==> config.mk <==
export PLATFORM = sky130hd
export DESIGN_NAME = date_difference_days_top
export DESIGN_NICKNAME = d
export VERILOG_FILES = /design/src/ddd_pkg.sv /design/src/ddd_date_conv.sv /design/src/date_difference_days_top.sv
export SDC_FILE = /design/constraint.sdc
export NUM_CORES = 1
export LEC_CHECK = 0
export BUFFER_PORTS_ARGS = -buffer_cell sky130_fd_sc_hd__buf_2
export CAP_MARGIN = 25
export CORE_AREA = 2 2 233 326
export DETAILED_ROUTE_END_ITERATION = 8
export DIE_AREA = 0 0 235 328
export GPL_TIMING_DRIVEN = 0
export PLACE_DENSITY = 0.59
export SYNTH_ARGS = -nofsm -noshare
export SYNTH_HDL_FRONTEND = slang
export SYNTH_SLANG_ARGS = --single-unit
==> constraint.sdc <==
create_clock -name clk_i -period 10.7 [get_ports clk_i]
set_clock_uncertainty 0.1 [all_clocks]
set_input_delay 2.14 -clock clk_i [delete_from_list [all_inputs] [get_ports clk_i]]
set_output_delay 2.14 -clock clk_i [all_outputs]
set_load 0.005 [all_outputs]
==> src/ddd_pkg.sv <==
// Shared types, widths and calendar tables for the date difference block.
package ddd_pkg;

  localparam int unsigned YearW    = 14;
  localparam int unsigned MonthW   = 4;
  localparam int unsigned DayW     = 5;
  localparam int unsigned DayNumW  = 22;
  localparam int unsigned DiffW    = 23;
  localparam int unsigned YearMax  = 9999;
  localparam int unsigned Latency  = 5;

  // Day number of one date plus its legality flag.
  typedef struct packed {
    logic               legal;
    logic [DayNumW-1:0] num;
  } ddd_date_t;

  // Length of a month; zero for codes that are not months.
  function automatic logic [DayW-1:0] month_days(input logic [MonthW-1:0] m,
                                                 input logic leap);
    logic [DayW-1:0] len;
    unique case (m)
      4'd1, 4'd3, 4'd5, 4'd7, 4'd8, 4'd10, 4'd12: len = 5'd31;
      4'd4, 4'd6, 4'd9, 4'd11:                   len = 5'd30;
      4'd2:                                      len = leap ? 5'd29 : 5'd28;
      default:                                   len = 5'd0;
    endcase
    return len;
  endfunction

  // Days in the months of a common year that come before month m.
  function automatic logic [8:0] days_before(input logic [MonthW-1:0] m);
    logic [8:0] n;
    unique case (m)
      4'd2:    n = 9'd31;
      4'd3:    n = 9'd59;
      4'd4:    n = 9'd90;
      4'd5:    n = 9'd120;
      4'd6:    n = 9'd151;
      4'd7:    n = 9'd181;
      4'd8:    n = 9'd212;
      4'd9:    n = 9'd243;
      4'd10:   n = 9'd273;
      4'd11:   n = 9'd304;
      4'd12:   n = 9'd334;
      default: n = 9'd0;
    endcase
    return n;
  endfunction

endpackage

==> src/ddd_date_conv.sv <==
// Three-stage pipeline that checks one date and turns it into a day number.
module ddd_date_conv
  import ddd_pkg::*;
(
  input  logic              clk_i,
  input  logic [YearW-1:0]  year_i,
  input  logic [MonthW-1:0] month_i,
  input  logic [DayW-1:0]   day_i,
  output ddd_date_t         date_o
);

  // Stage 1: year divided by 100 through a reciprocal multiply.
  logic [YearW-1:0]  y1_q;
  logic [MonthW-1:0] m1_q;
  logic [DayW-1:0]   d1_q;
  logic [7:0]        qy1_q, qy1_d;
  logic              ok1_q, ok1_d;
  logic [26:0]       prod1;

  // Exact for every 14-bit year: floor(y * 5243 / 2^19) == floor(y / 100).
  assign prod1 = {13'd0, year_i} * 27'd5243;
  assign qy1_d = prod1[26:19];
  assign ok1_d = (year_i != '0) && (year_i <= YearW'(YearMax)) &&
                 (month_i != '0) && (month_i <= 4'd12) && (day_i != '0);

  always_ff @(posedge clk_i) begin
    y1_q  <= year_i;
    m1_q  <= month_i;
    d1_q  <= day_i;
    qy1_q <= qy1_d;
    ok1_q <= ok1_d;
  end

  // Stage 2: leap rule, day range check, and floor((y - 1) / 100).
  logic [YearW-1:0]  p2_q;
  logic [MonthW-1:0] m2_q;
  logic [DayW-1:0]   d2_q;
  logic [7:0]        c2_q, c2_d;
  logic              leap2_q, leap2_d;
  logic              legal2_q, legal2_d;
  logic [YearW-1:0]  hund;
  logic              cent;

  assign hund     = YearW'({6'd0, qy1_q} * 14'd100);
  assign cent     = (hund == y1_q);
  assign leap2_d  = cent ? (qy1_q[1:0] == 2'b00) : (y1_q[1:0] == 2'b00);
  assign legal2_d = ok1_q && (d1_q <= month_days(m1_q, leap2_d));
  // A year that is a whole century belongs to the previous century once 1 is taken off.
  assign c2_d     = qy1_q - {7'd0, cent};

  always_ff @(posedge clk_i) begin
    p2_q     <= y1_q - 14'd1;
    m2_q     <= m1_q;
    d2_q     <= d1_q;
    c2_q     <= c2_d;
    leap2_q  <= leap2_d;
    legal2_q <= legal2_d;
  end

  // Stage 3: closed-form day number, with 0001-01-01 as day zero.
  ddd_date_t      date_q, date_d;
  logic [DiffW-1:0] sum3;

  assign sum3 = DiffW'({9'd0, p2_q} * 23'd365)
              + DiffW'(p2_q >> 2)
              - DiffW'(c2_q)
              + DiffW'(c2_q >> 2)
              + DiffW'(days_before(m2_q))
              + DiffW'(leap2_q && (m2_q > 4'd2))
              + DiffW'(d2_q)
              - DiffW'(1);

  assign date_d.legal = legal2_q;
  assign date_d.num   = sum3[DayNumW-1:0];

  always_ff @(posedge clk_i) begin
    date_q <= date_d;
  end

  assign date_o = date_q;

endmodule

==> src/date_difference_days_top.sv <==
// Top level: input register, two date converters and the final subtraction.
//
//  port group         direction  handshake              contents
//  request            in         start_i, busy_o        end and start year/month/day
//  result             out        done_o (one cycle)     day_difference_o, end_valid_o,
//                                                       start_valid_o
//
// A request is taken at every clock edge with start_i high and busy_o low.
// Its result passes through the request register, the three converter stages
// and the subtraction stage, and is taken at the edge on which done_o is high.
// A new request may enter every cycle while busy_o is low, so one result can leave every cycle.
// busy_o is high in reset and until busy_q clears after it; it never rises again.
// The receiver must take every result as it appears; the block does not enforce it.
module date_difference_days_top
  import ddd_pkg::*;
(
  input  logic              clk_i,
  input  logic              rst_ni,
  input  logic              start_i,
  output logic              busy_o,
  input  logic [YearW-1:0]  end_year_i,
  input  logic [MonthW-1:0] end_month_i,
  input  logic [DayW-1:0]   end_day_i,
  input  logic [YearW-1:0]  start_year_i,
  input  logic [MonthW-1:0] start_month_i,
  input  logic [DayW-1:0]   start_day_i,
  output logic              done_o,
  output logic signed [DiffW-1:0] day_difference_o,
  output logic              end_valid_o,
  output logic              start_valid_o
);

  logic busy_q;
  logic accept;
  logic [Latency-1:0] vld_q, vld_d;

  assign accept = start_i && !busy_q;
  assign vld_d  = {vld_q[Latency-2:0], accept};

  always_ff @(posedge clk_i or negedge rst_ni) begin
    if (!rst_ni) begin
      busy_q <= 1'b1;
      vld_q  <= '0;
    end else begin
      busy_q <= 1'b0;
      vld_q  <= vld_d;
    end
  end

  // Request register.
  logic [YearW-1:0]  ey_q, sy_q;
  logic [MonthW-1:0] em_q, sm_q;
  logic [DayW-1:0]   ed_q, sd_q;

  always_ff @(posedge clk_i) begin
    ey_q <= end_year_i;
    em_q <= end_month_i;
    ed_q <= end_day_i;
    sy_q <= start_year_i;
    sm_q <= start_month_i;
    sd_q <= start_day_i;
  end

  ddd_date_t end_date, start_date;

  ddd_date_conv u_end_conv (
    .clk_i   (clk_i),
    .year_i  (ey_q),
    .month_i (em_q),
    .day_i   (ed_q),
    .date_o  (end_date)
  );

  ddd_date_conv u_start_conv (
    .clk_i   (clk_i),
    .year_i  (sy_q),
    .month_i (sm_q),
    .day_i   (sd_q),
    .date_o  (start_date)
  );

  // Result stage: the difference is forced to zero unless both dates are legal.
  logic [DiffW-1:0] diff_q, diff_d;
  logic             ev_q, sv_q;

  assign diff_d = (end_date.legal && start_date.legal) ?
                  ({1'b0, end_date.num} - {1'b0, start_date.num}) : '0;

  always_ff @(posedge clk_i) begin
    diff_q <= diff_d;
    ev_q   <= end_date.legal;
    sv_q   <= start_date.legal;
  end

  assign busy_o           = busy_q;
  assign done_o           = vld_q[Latency-1];
  assign day_difference_o = diff_q;
  assign end_valid_o      = ev_q;
  assign start_valid_o    = sv_q;

  // Every accepted request comes out exactly after the pipeline latency.
  a_latency: assert property (@(posedge clk_i) disable iff (!rst_ni)
    (start_i && !busy_o) |-> ##5 done_o)
    else $error("result strobe missing after request");

  // An illegal date always gives a zero difference.
  a_zero_if_illegal: assert property (@(posedge clk_i) disable iff (!rst_ni)
    (done_o && (!end_valid_o || !start_valid_o)) |-> (day_difference_o == '0))
    else $error("nonzero difference with an illegal date");

  // Two equal dates give a zero difference.
  a_equal_dates: assert property (@(posedge clk_i) disable iff (!rst_ni)
    ($past(start_i && !busy_o && (end_year_i == start_year_i) &&
           (end_month_i == start_month_i) && (end_day_i == start_day_i), 5) &&
     done_o) |-> (day_difference_o == '0))
    else $error("nonzero difference for equal dates");

endmodule

Yosys cells after proc, flatten, opt, wreduce, memory -nomap -nowiden
Memories as Yosys holds them, arrays and structs flattened. A register that Yosys moved wholly into a read port is not among the register bits.
Cells that the tools add are included.
{ "totals": {"mem_bits_ro": 288, "memories": 2, "in_bits": 49, "ramBits": 0, "regBits": 253, "output_inout_bits": 27, "word_cells": 133, "latch_bits": 0} }
{ "mem_list": {"columns": ["name", "depth", "width", "read_ports", "rd_clocked_by_memory_dff", "wr", "line_no", "text"], "rows": [
  ["(no name shown)", 16, 9, 1, 1, 0, "ddd_pkg.sv:34", "unique case (m)"],
  ["(no name shown)", 16, 9, 1, 1, 0, "ddd_pkg.sv:34", null]
]} }
{ "op_classes": {"eq_ne": 26, "n_bitwise": 0, "n_mul": 6, "shift": 0, "n_mux": 6, "n_reduce_logical": 29, "n_div": 0, "add_sub_neg": 19, "magnitude_cmp": 8} }
{ "ops": {"columns": ["cell", "n"], "rows": [
  ["multiplier 14 x 13 -> 27 bit, second input constant", 2],
  ["adder 22 x 1 -> 22 bit", 2],
  ["adder 22 x 12 -> 22 bit", 2],
  ["adder 22 x 5 -> 22 bit", 2],
  ["adder 22 x 6 -> 22 bit", 2],
  ["adder 22 x 9 -> 22 bit", 2],
  ["multiplier 14 x 9 -> 22 bit, second input constant", 2],
  ["subtractor 22 x 1 -> 22 bit, second input constant", 2],
  ["subtractor 22 x 8 -> 22 bit", 2],
  ["== test 4 bit, second input constant", 10],
  ["== test 4 x 3 -> 1 bit, second input constant", 8],
  ["one-hot mux 5 bit (3 select lines)", 2],
  ["== test 14 bit", 2],
  ["<= comparator 14 bit, second input constant", 2],
  ["nonzero test 14 bit", 2],
  ["subtractor 14 x 1 -> 14 bit, second input constant", 2],
  ["multiplier 8 x 5 -> 12 bit, second input constant", 2],
  ["subtractor 22 x 22 -> 23 bit", 1],
  ["== test 4 x 2 -> 1 bit, second input constant", 4],
  ["subtractor 8 x 1 -> 8 bit", 2],
  ["logical AND 1 bit", 14],
  ["OR reduction 7 bit", 2],
  ["<= comparator 5 bit", 2],
  ["nonzero test 5 bit", 2],
  ["other kinds (8)", 19]
]} }

Logic depth before layout (Yosys ltp)
{ "logic_depth": {"depth_word": 8, "depth_mapped": 23, "depth_no_buf": 23} }

Hierarchy
A second synthesis with hierarchy kept.
{ "hier_totals": {"cells_unflattened": 2564, "area_unflattened_um2": 26170.1} }
{ "modules_own_cells": {"columns": ["module", "area_each_um2", "cells_each", "seq_area_each_um2", "n_inst"], "rows": [
  ["ddd_date_conv at u_start_conv", 11790.1, 1172, 1941.9, 1],
  ["ddd_date_conv at u_end_conv", 11437.2, 1108, 1941.9, 1],
  ["date_difference_days_top", 2942.8, 284, 1572.8, 1]
]} }

Least setup slack after synthesis
OpenSTA, ideal clock, no wires.
{ "synth_timing": {"path_type": "flip-flop to flip-flop", "from": "reg u_end_conv.p2_q[6]", "to": "reg u_end_conv.date_q (netlist bit u_end_conv.date_o[19])", "synth_period_minus_slack_ns": 5.304, "required_time_ns": 10.528, "setup_time_ns": 0.072, "t_arrival_ns": 5.132, "n_path_buf": 0, "stages_incl_launch_ff": 19, "setup_slack_ns": 5.396, "cell_sequence": "dfxtp_1 -> inv_1 -> ha_1 -> fa_1 -> inv_1 -> fa_1 -> inv_1 -> fa_1 -> inv_1 -> fa_1 -> ha_1 -> ha_1 -> or4_1 -> o22a_1 -> a2111oi_0 -> or3_1 -> nand2_1 -> nor2_1 -> xnor2_1"} }
{ "synth_between": {"elab_chain_len": 8} }
{ "synth_rtl": {"columns": ["item", "line_no", "text"], "rows": [
  ["start, declared", "ddd_date_conv.sv:35", "logic [YearW-1:0] p2_q;"],
  ["start signal, assigned", "ddd_date_conv.sv:52", "p2_q <= y1_q - 14'd1;"],
  ["multiplier 14 x 9 -> 22 bit", "ddd_date_conv.sv:64", "assign sum3 = DiffW'({9'd0, p2_q} * 23'd365)"],
  ["adder 22 x 12 -> 22 bit *", "ddd_date_conv.sv:65", "+ DiffW'(p2_q >> 2)"],
  ["subtractor 22 x 8 -> 22 bit *", "ddd_date_conv.sv:66", "- DiffW'(c2_q)"],
  ["adder 22 x 6 -> 22 bit *", "ddd_date_conv.sv:67", "+ DiffW'(c2_q >> 2)"],
  ["adder 22 x 9 -> 22 bit *", "ddd_date_conv.sv:68", "+ DiffW'(days_before(m2_q))"],
  ["adder 22 x 1 -> 22 bit *", "ddd_date_conv.sv:69", "+ DiffW'(leap2_q && (m2_q > 4'd2))"],
  ["adder 22 x 5 -> 22 bit *", "ddd_date_conv.sv:70", "+ DiffW'(d2_q)"],
  ["subtractor 22 x 1 -> 22 bit *", "ddd_date_conv.sv:71", "- DiffW'(1);"],
  ["net u_end_conv.sum3[19]", "ddd_date_conv.sv:62", "logic [DiffW-1:0] sum3;"],
  ["end signal, assigned", "ddd_date_conv.sv:77", "date_q <= date_d;"],
  ["end, declared", "ddd_date_conv.sv:61", "ddd_date_t date_q, date_d;"]
]} }
Mark *: on every way through the listed nets, which the timed path passes. The rest lies on a longest branch.
A chain may end at the register's enable or synchronous reset.

Worst setup path in the final report
Same ends and word-level chain as after synthesis.

==> results_dict.tcl <==
set metrics [dict create \
    core_um2 74000 \
    yosysWarnings 0 \
    die_h_um 328 \
    synthesis.area_um2 25700 \
    drc 0 \
    slowest_delay_ns 0.64 \
    tritoncts "built" \
    drv_slew 0 \
    die_x_um 235 \
    layout-drive-gt1-share_pct 5.88 \
    grt_pass1_vias 17500 \
    synth-edff-count 0 \
    clock_latency_ns 0.59 \
    reg2reg_depth 18 \
    hpwl_um 44000 \
    wirelength_um 50400 \
    cts.sinks 271 \
    fin_cells 3596 \
    grt_max_degree 17 \
    rsz0062_at_grt "false" \
    hold_violations 0 \
    nets 3521 \
    synthCells 2507 \
    dp.cells 3542 \
    grt_pass1_wl_um 86000 \
    synthArstFlopShare_pct 2.21 \
    syn_avg_cell_area_um2 10.3 \
    area_growth_pct 10.1 \
    hold_slack_ns 0.249 \
    ys_seq_elements 271 \
    avgRoutedWirePerCell_um 14.0 \
    port_buffers 75 \
    synth.distinct_cells 72 \
    worst_hold_path.endpoint "vld_q[4]$_DFF_PN0_" \
    tns_ns 0 \
    root_buffer "clkbuf_16" \
    worstPathArrival_ns 6.41 \
    slew_headroom_pct 51.3 \
    hp-class "reg2reg" \
    drv_cap 0 \
    min_from "vld_q[3]$_DFF_PN0_" \
    die_area_um2 77100 \
    dr.first_iter.drc_count 485 \
    hold_path_depth 0 \
    drtPass1Iterations 4 \
    placed_cell_area_um2 27300 \
    crit_required_ns 11.07 \
    max_freq_ghz 0.165 \
    rows 118 \
    gp_congestion 0.871 \
    vias 16200 \
    io_pins 76 \
    cts_resized 0 \
    start_util_pct 34.8 \
    cts_htree_levels 1 \
    crit_fanout 7 \
    final.fill_count 7290 \
    setup_viol 0 \
    layout_worst_path_cycle_share_pct 56.5 \
    worst_slew_pin_slew_ns 0.730 \
    vias_per_cell 4.50 \
    overflow 0 \
    numCtsBuffers 29 \
    antenna_found_initial 0 \
    clkTransAtPathRegs_ns 0.06 \
    r2r_slack_ns 4.66 \
    ys_seq_area_share_pct 21.2 \
    end_kind "flip-flop" \
    syn_nets 3415 \
    ys.flop_type "dfxtp_1" \
    r2r-end "u_end_conv.date_o[19]$_DFF_P_" \
    detail-route-antenna-nets 0 \
    crit_path_top_delay_cell "dfxtp_1" \
    outcome "complete, no violations" \
    critPathKind "reg2reg" \
    clk_path_buf_depth 3 \
    reg2reg_from "u_end_conv.p2_q[6]$_DFF_P_" \
    cp_cell_sequence "inv_1, ha_1, fa_1, inv_1, fa_1, inv_1, fa_1, inv_1, fa_1, ha_1, ha_1, or4_1, o22a_1, a2111oi_0, or3_1, nand2_1, nor2_1, xnor2_1" \
    min_period_ns 6.04 \
    cts_hold_buf 0 \
    post_cts_buffers 0 \
    grt_usage_pct 13.6 \
    cp-start-kind "flip-flop" \
    num_antenna_cells 0 \
    stdcell_area_um2 28300 \
]
[layout by cell type (no fill, tap or decap), drive strengths merged, types with 20 or more instances in the layout]
cell | Yosys | final
buf | 5 | 80
nor2b | 20 | 20
clkbuf | 6 | 44
a21oi | 70 | 70
o21ai | 60 | 60
a21o | 37 | 37
nand2 | 62 | 62
inv | 618 | 620
nand3 | 26 | 26
nor3 | 34 | 34
nor2 | 88 | 88
ha | 544 | 544
fa | 315 | 315
xnor2 | 94 | 94
xor2 | 48 | 48
dfxtp | 265 | 265
[flip-flops by register name (all words and copies together) (netlist names), 14 cells and up, named ones only]
register / cells
u_end_conv.y1_q: 14
sy_q: 14
ey_q: 14
u_start_conv.p2_q: 14
u_start_conv.date_o: 23
u_end_conv.date_o: 23
day_difference_o: 23
u_end_conv.p2_q: 14
u_start_conv.y1_q: 14
[worst max-delay path, delay by kind of cell, from the launching register on]
kind                       cells  cell delay, ns
DFF                            1            0.64
AOI/OAI and AO/OA              2            0.85
xor gates and xnor gates       1            0.16
buffers and inverters          4            0.34
and+or+nand+nor                4            0.94
adders and majority gates      7            2.90
[cells in the mapped netlist (4+ instances only)]
library cell    n  area share [%]
a211oi_1       17            0.50
or2_2           4           0.097
a21boi_0        4            0.12
nand4_1        14            0.34
inv_1         618             9.0
a31oi_1        12            0.29
or4_1           7            0.20
nor3_1         34            0.66
xor2_1         48             1.6
nand2b_1       16            0.39
fa_1          315              25
a21o_1         36             1.1
nand3_1        26            0.51
o21ai_0        56             1.1
ha_1          544              26
o21bai_1       11            0.32
dfrtp_1         5            0.49
and3_1          6            0.15
mux2_2          4            0.17
clkbuf_1        6           0.087
nor2b_1        20            0.49
dfxtp_1       265              21
o211ai_1       11            0.32
mux2i_1         7            0.27
a21oi_1        69             1.3
nand2_1        61            0.89
xnor2_1        94             3.2
o21a_1         18            0.53
nor4_1         16            0.39
nor2_1         88             1.3
or3_1           9            0.22
[worst max path at each step]
| stage | depth (start not counted) | slack, ns | startpoint | to |
|---|---|---|---|---|
| 2_1_floorplan | 18 | 5.40 | u_end_conv.p2_q[6]$_DFF_P_ | u_end_conv.date_o[19]$_DFF_P_ |
| 4_1_cts | 17 | 4.63 | u_end_conv.p2_q[6]$_DFF_P_ | u_end_conv.date_o[21]$_DFF_P_ |
| 6_report | 18 | 4.66 | u_end_conv.p2_q[6]$_DFF_P_ | u_end_conv.date_o[19]$_DFF_P_ |
| 5_1_grt | 18 | 4.39 | u_end_conv.p2_q[6]$_DFF_P_ | u_end_conv.date_o[19]$_DFF_P_ |
| 3_5_place_dp | 17 | 4.67 | u_end_conv.p2_q[6]$_DFF_P_ | u_end_conv.date_o[21]$_DFF_P_ |
| 3_3_place_gp | 17 | 4.69 | u_end_conv.p2_q[6]$_DFF_P_ | u_end_conv.date_o[21]$_DFF_P_ |
[stage by stage]
step / util [%] / setup WS, ns
2_1_floorplan: - / 5.40
3_3_place_gp: 36.9 / 4.69
3_5_place_dp: 36.9 / 4.67
4_1_cts: 38.3 / 4.63
5_1_grt: 38.3 / 4.39
6_report: 38.3 / 4.66
[area by class of cell]
| class | count | area [µm²] | area share (%) |
|---|---|---|---|
| Tap cell | 960 | 1200 | 4.24 |
| Sequential cell | 271 | 5460 | 19.2 |
| Clock inverter | 16 | 215 | 0.759 |
| Inverter | 618 | 2320 | 8.18 |
| Buffer | 11 | 56.3 | 0.199 |
| Timing Repair Buffer | 75 | 375 | 1.32 |
| Multi-Input combinational cell | 1607 | 17900 | 63.2 |
| Clock buffer | 38 | 820 | 2.89 |
[per-layer routing]
layer	global-route usage (%)	vias up	part of all wire, %
met4	3.45	0	2.2
met5	0	-	0
met3	1.02	65	2.2
met2	25.9	163	52
li1	-	8205	-
met1	16.5	7745	44
[logic make-up (layout without fill, tap and decap cells)]
group	count (synthesis)	after routing	synth area share [%]
AO/OA/AOI/OAI	273	273	6.90
XOR/XNOR	142	142	4.83
adder cells (fa/ha/maj)	859	859	50.9
other	1	1	0.0146
buffers and inverters	629	758	9.23
flip-flops	271	271	21.2
multiplexers	13	13	0.622
AND/OR/NAND/NOR	319	319	6.26
Power is not shown: default switching activity piles up to over one toggle a cycle in this logic, so the estimate is an artifact.
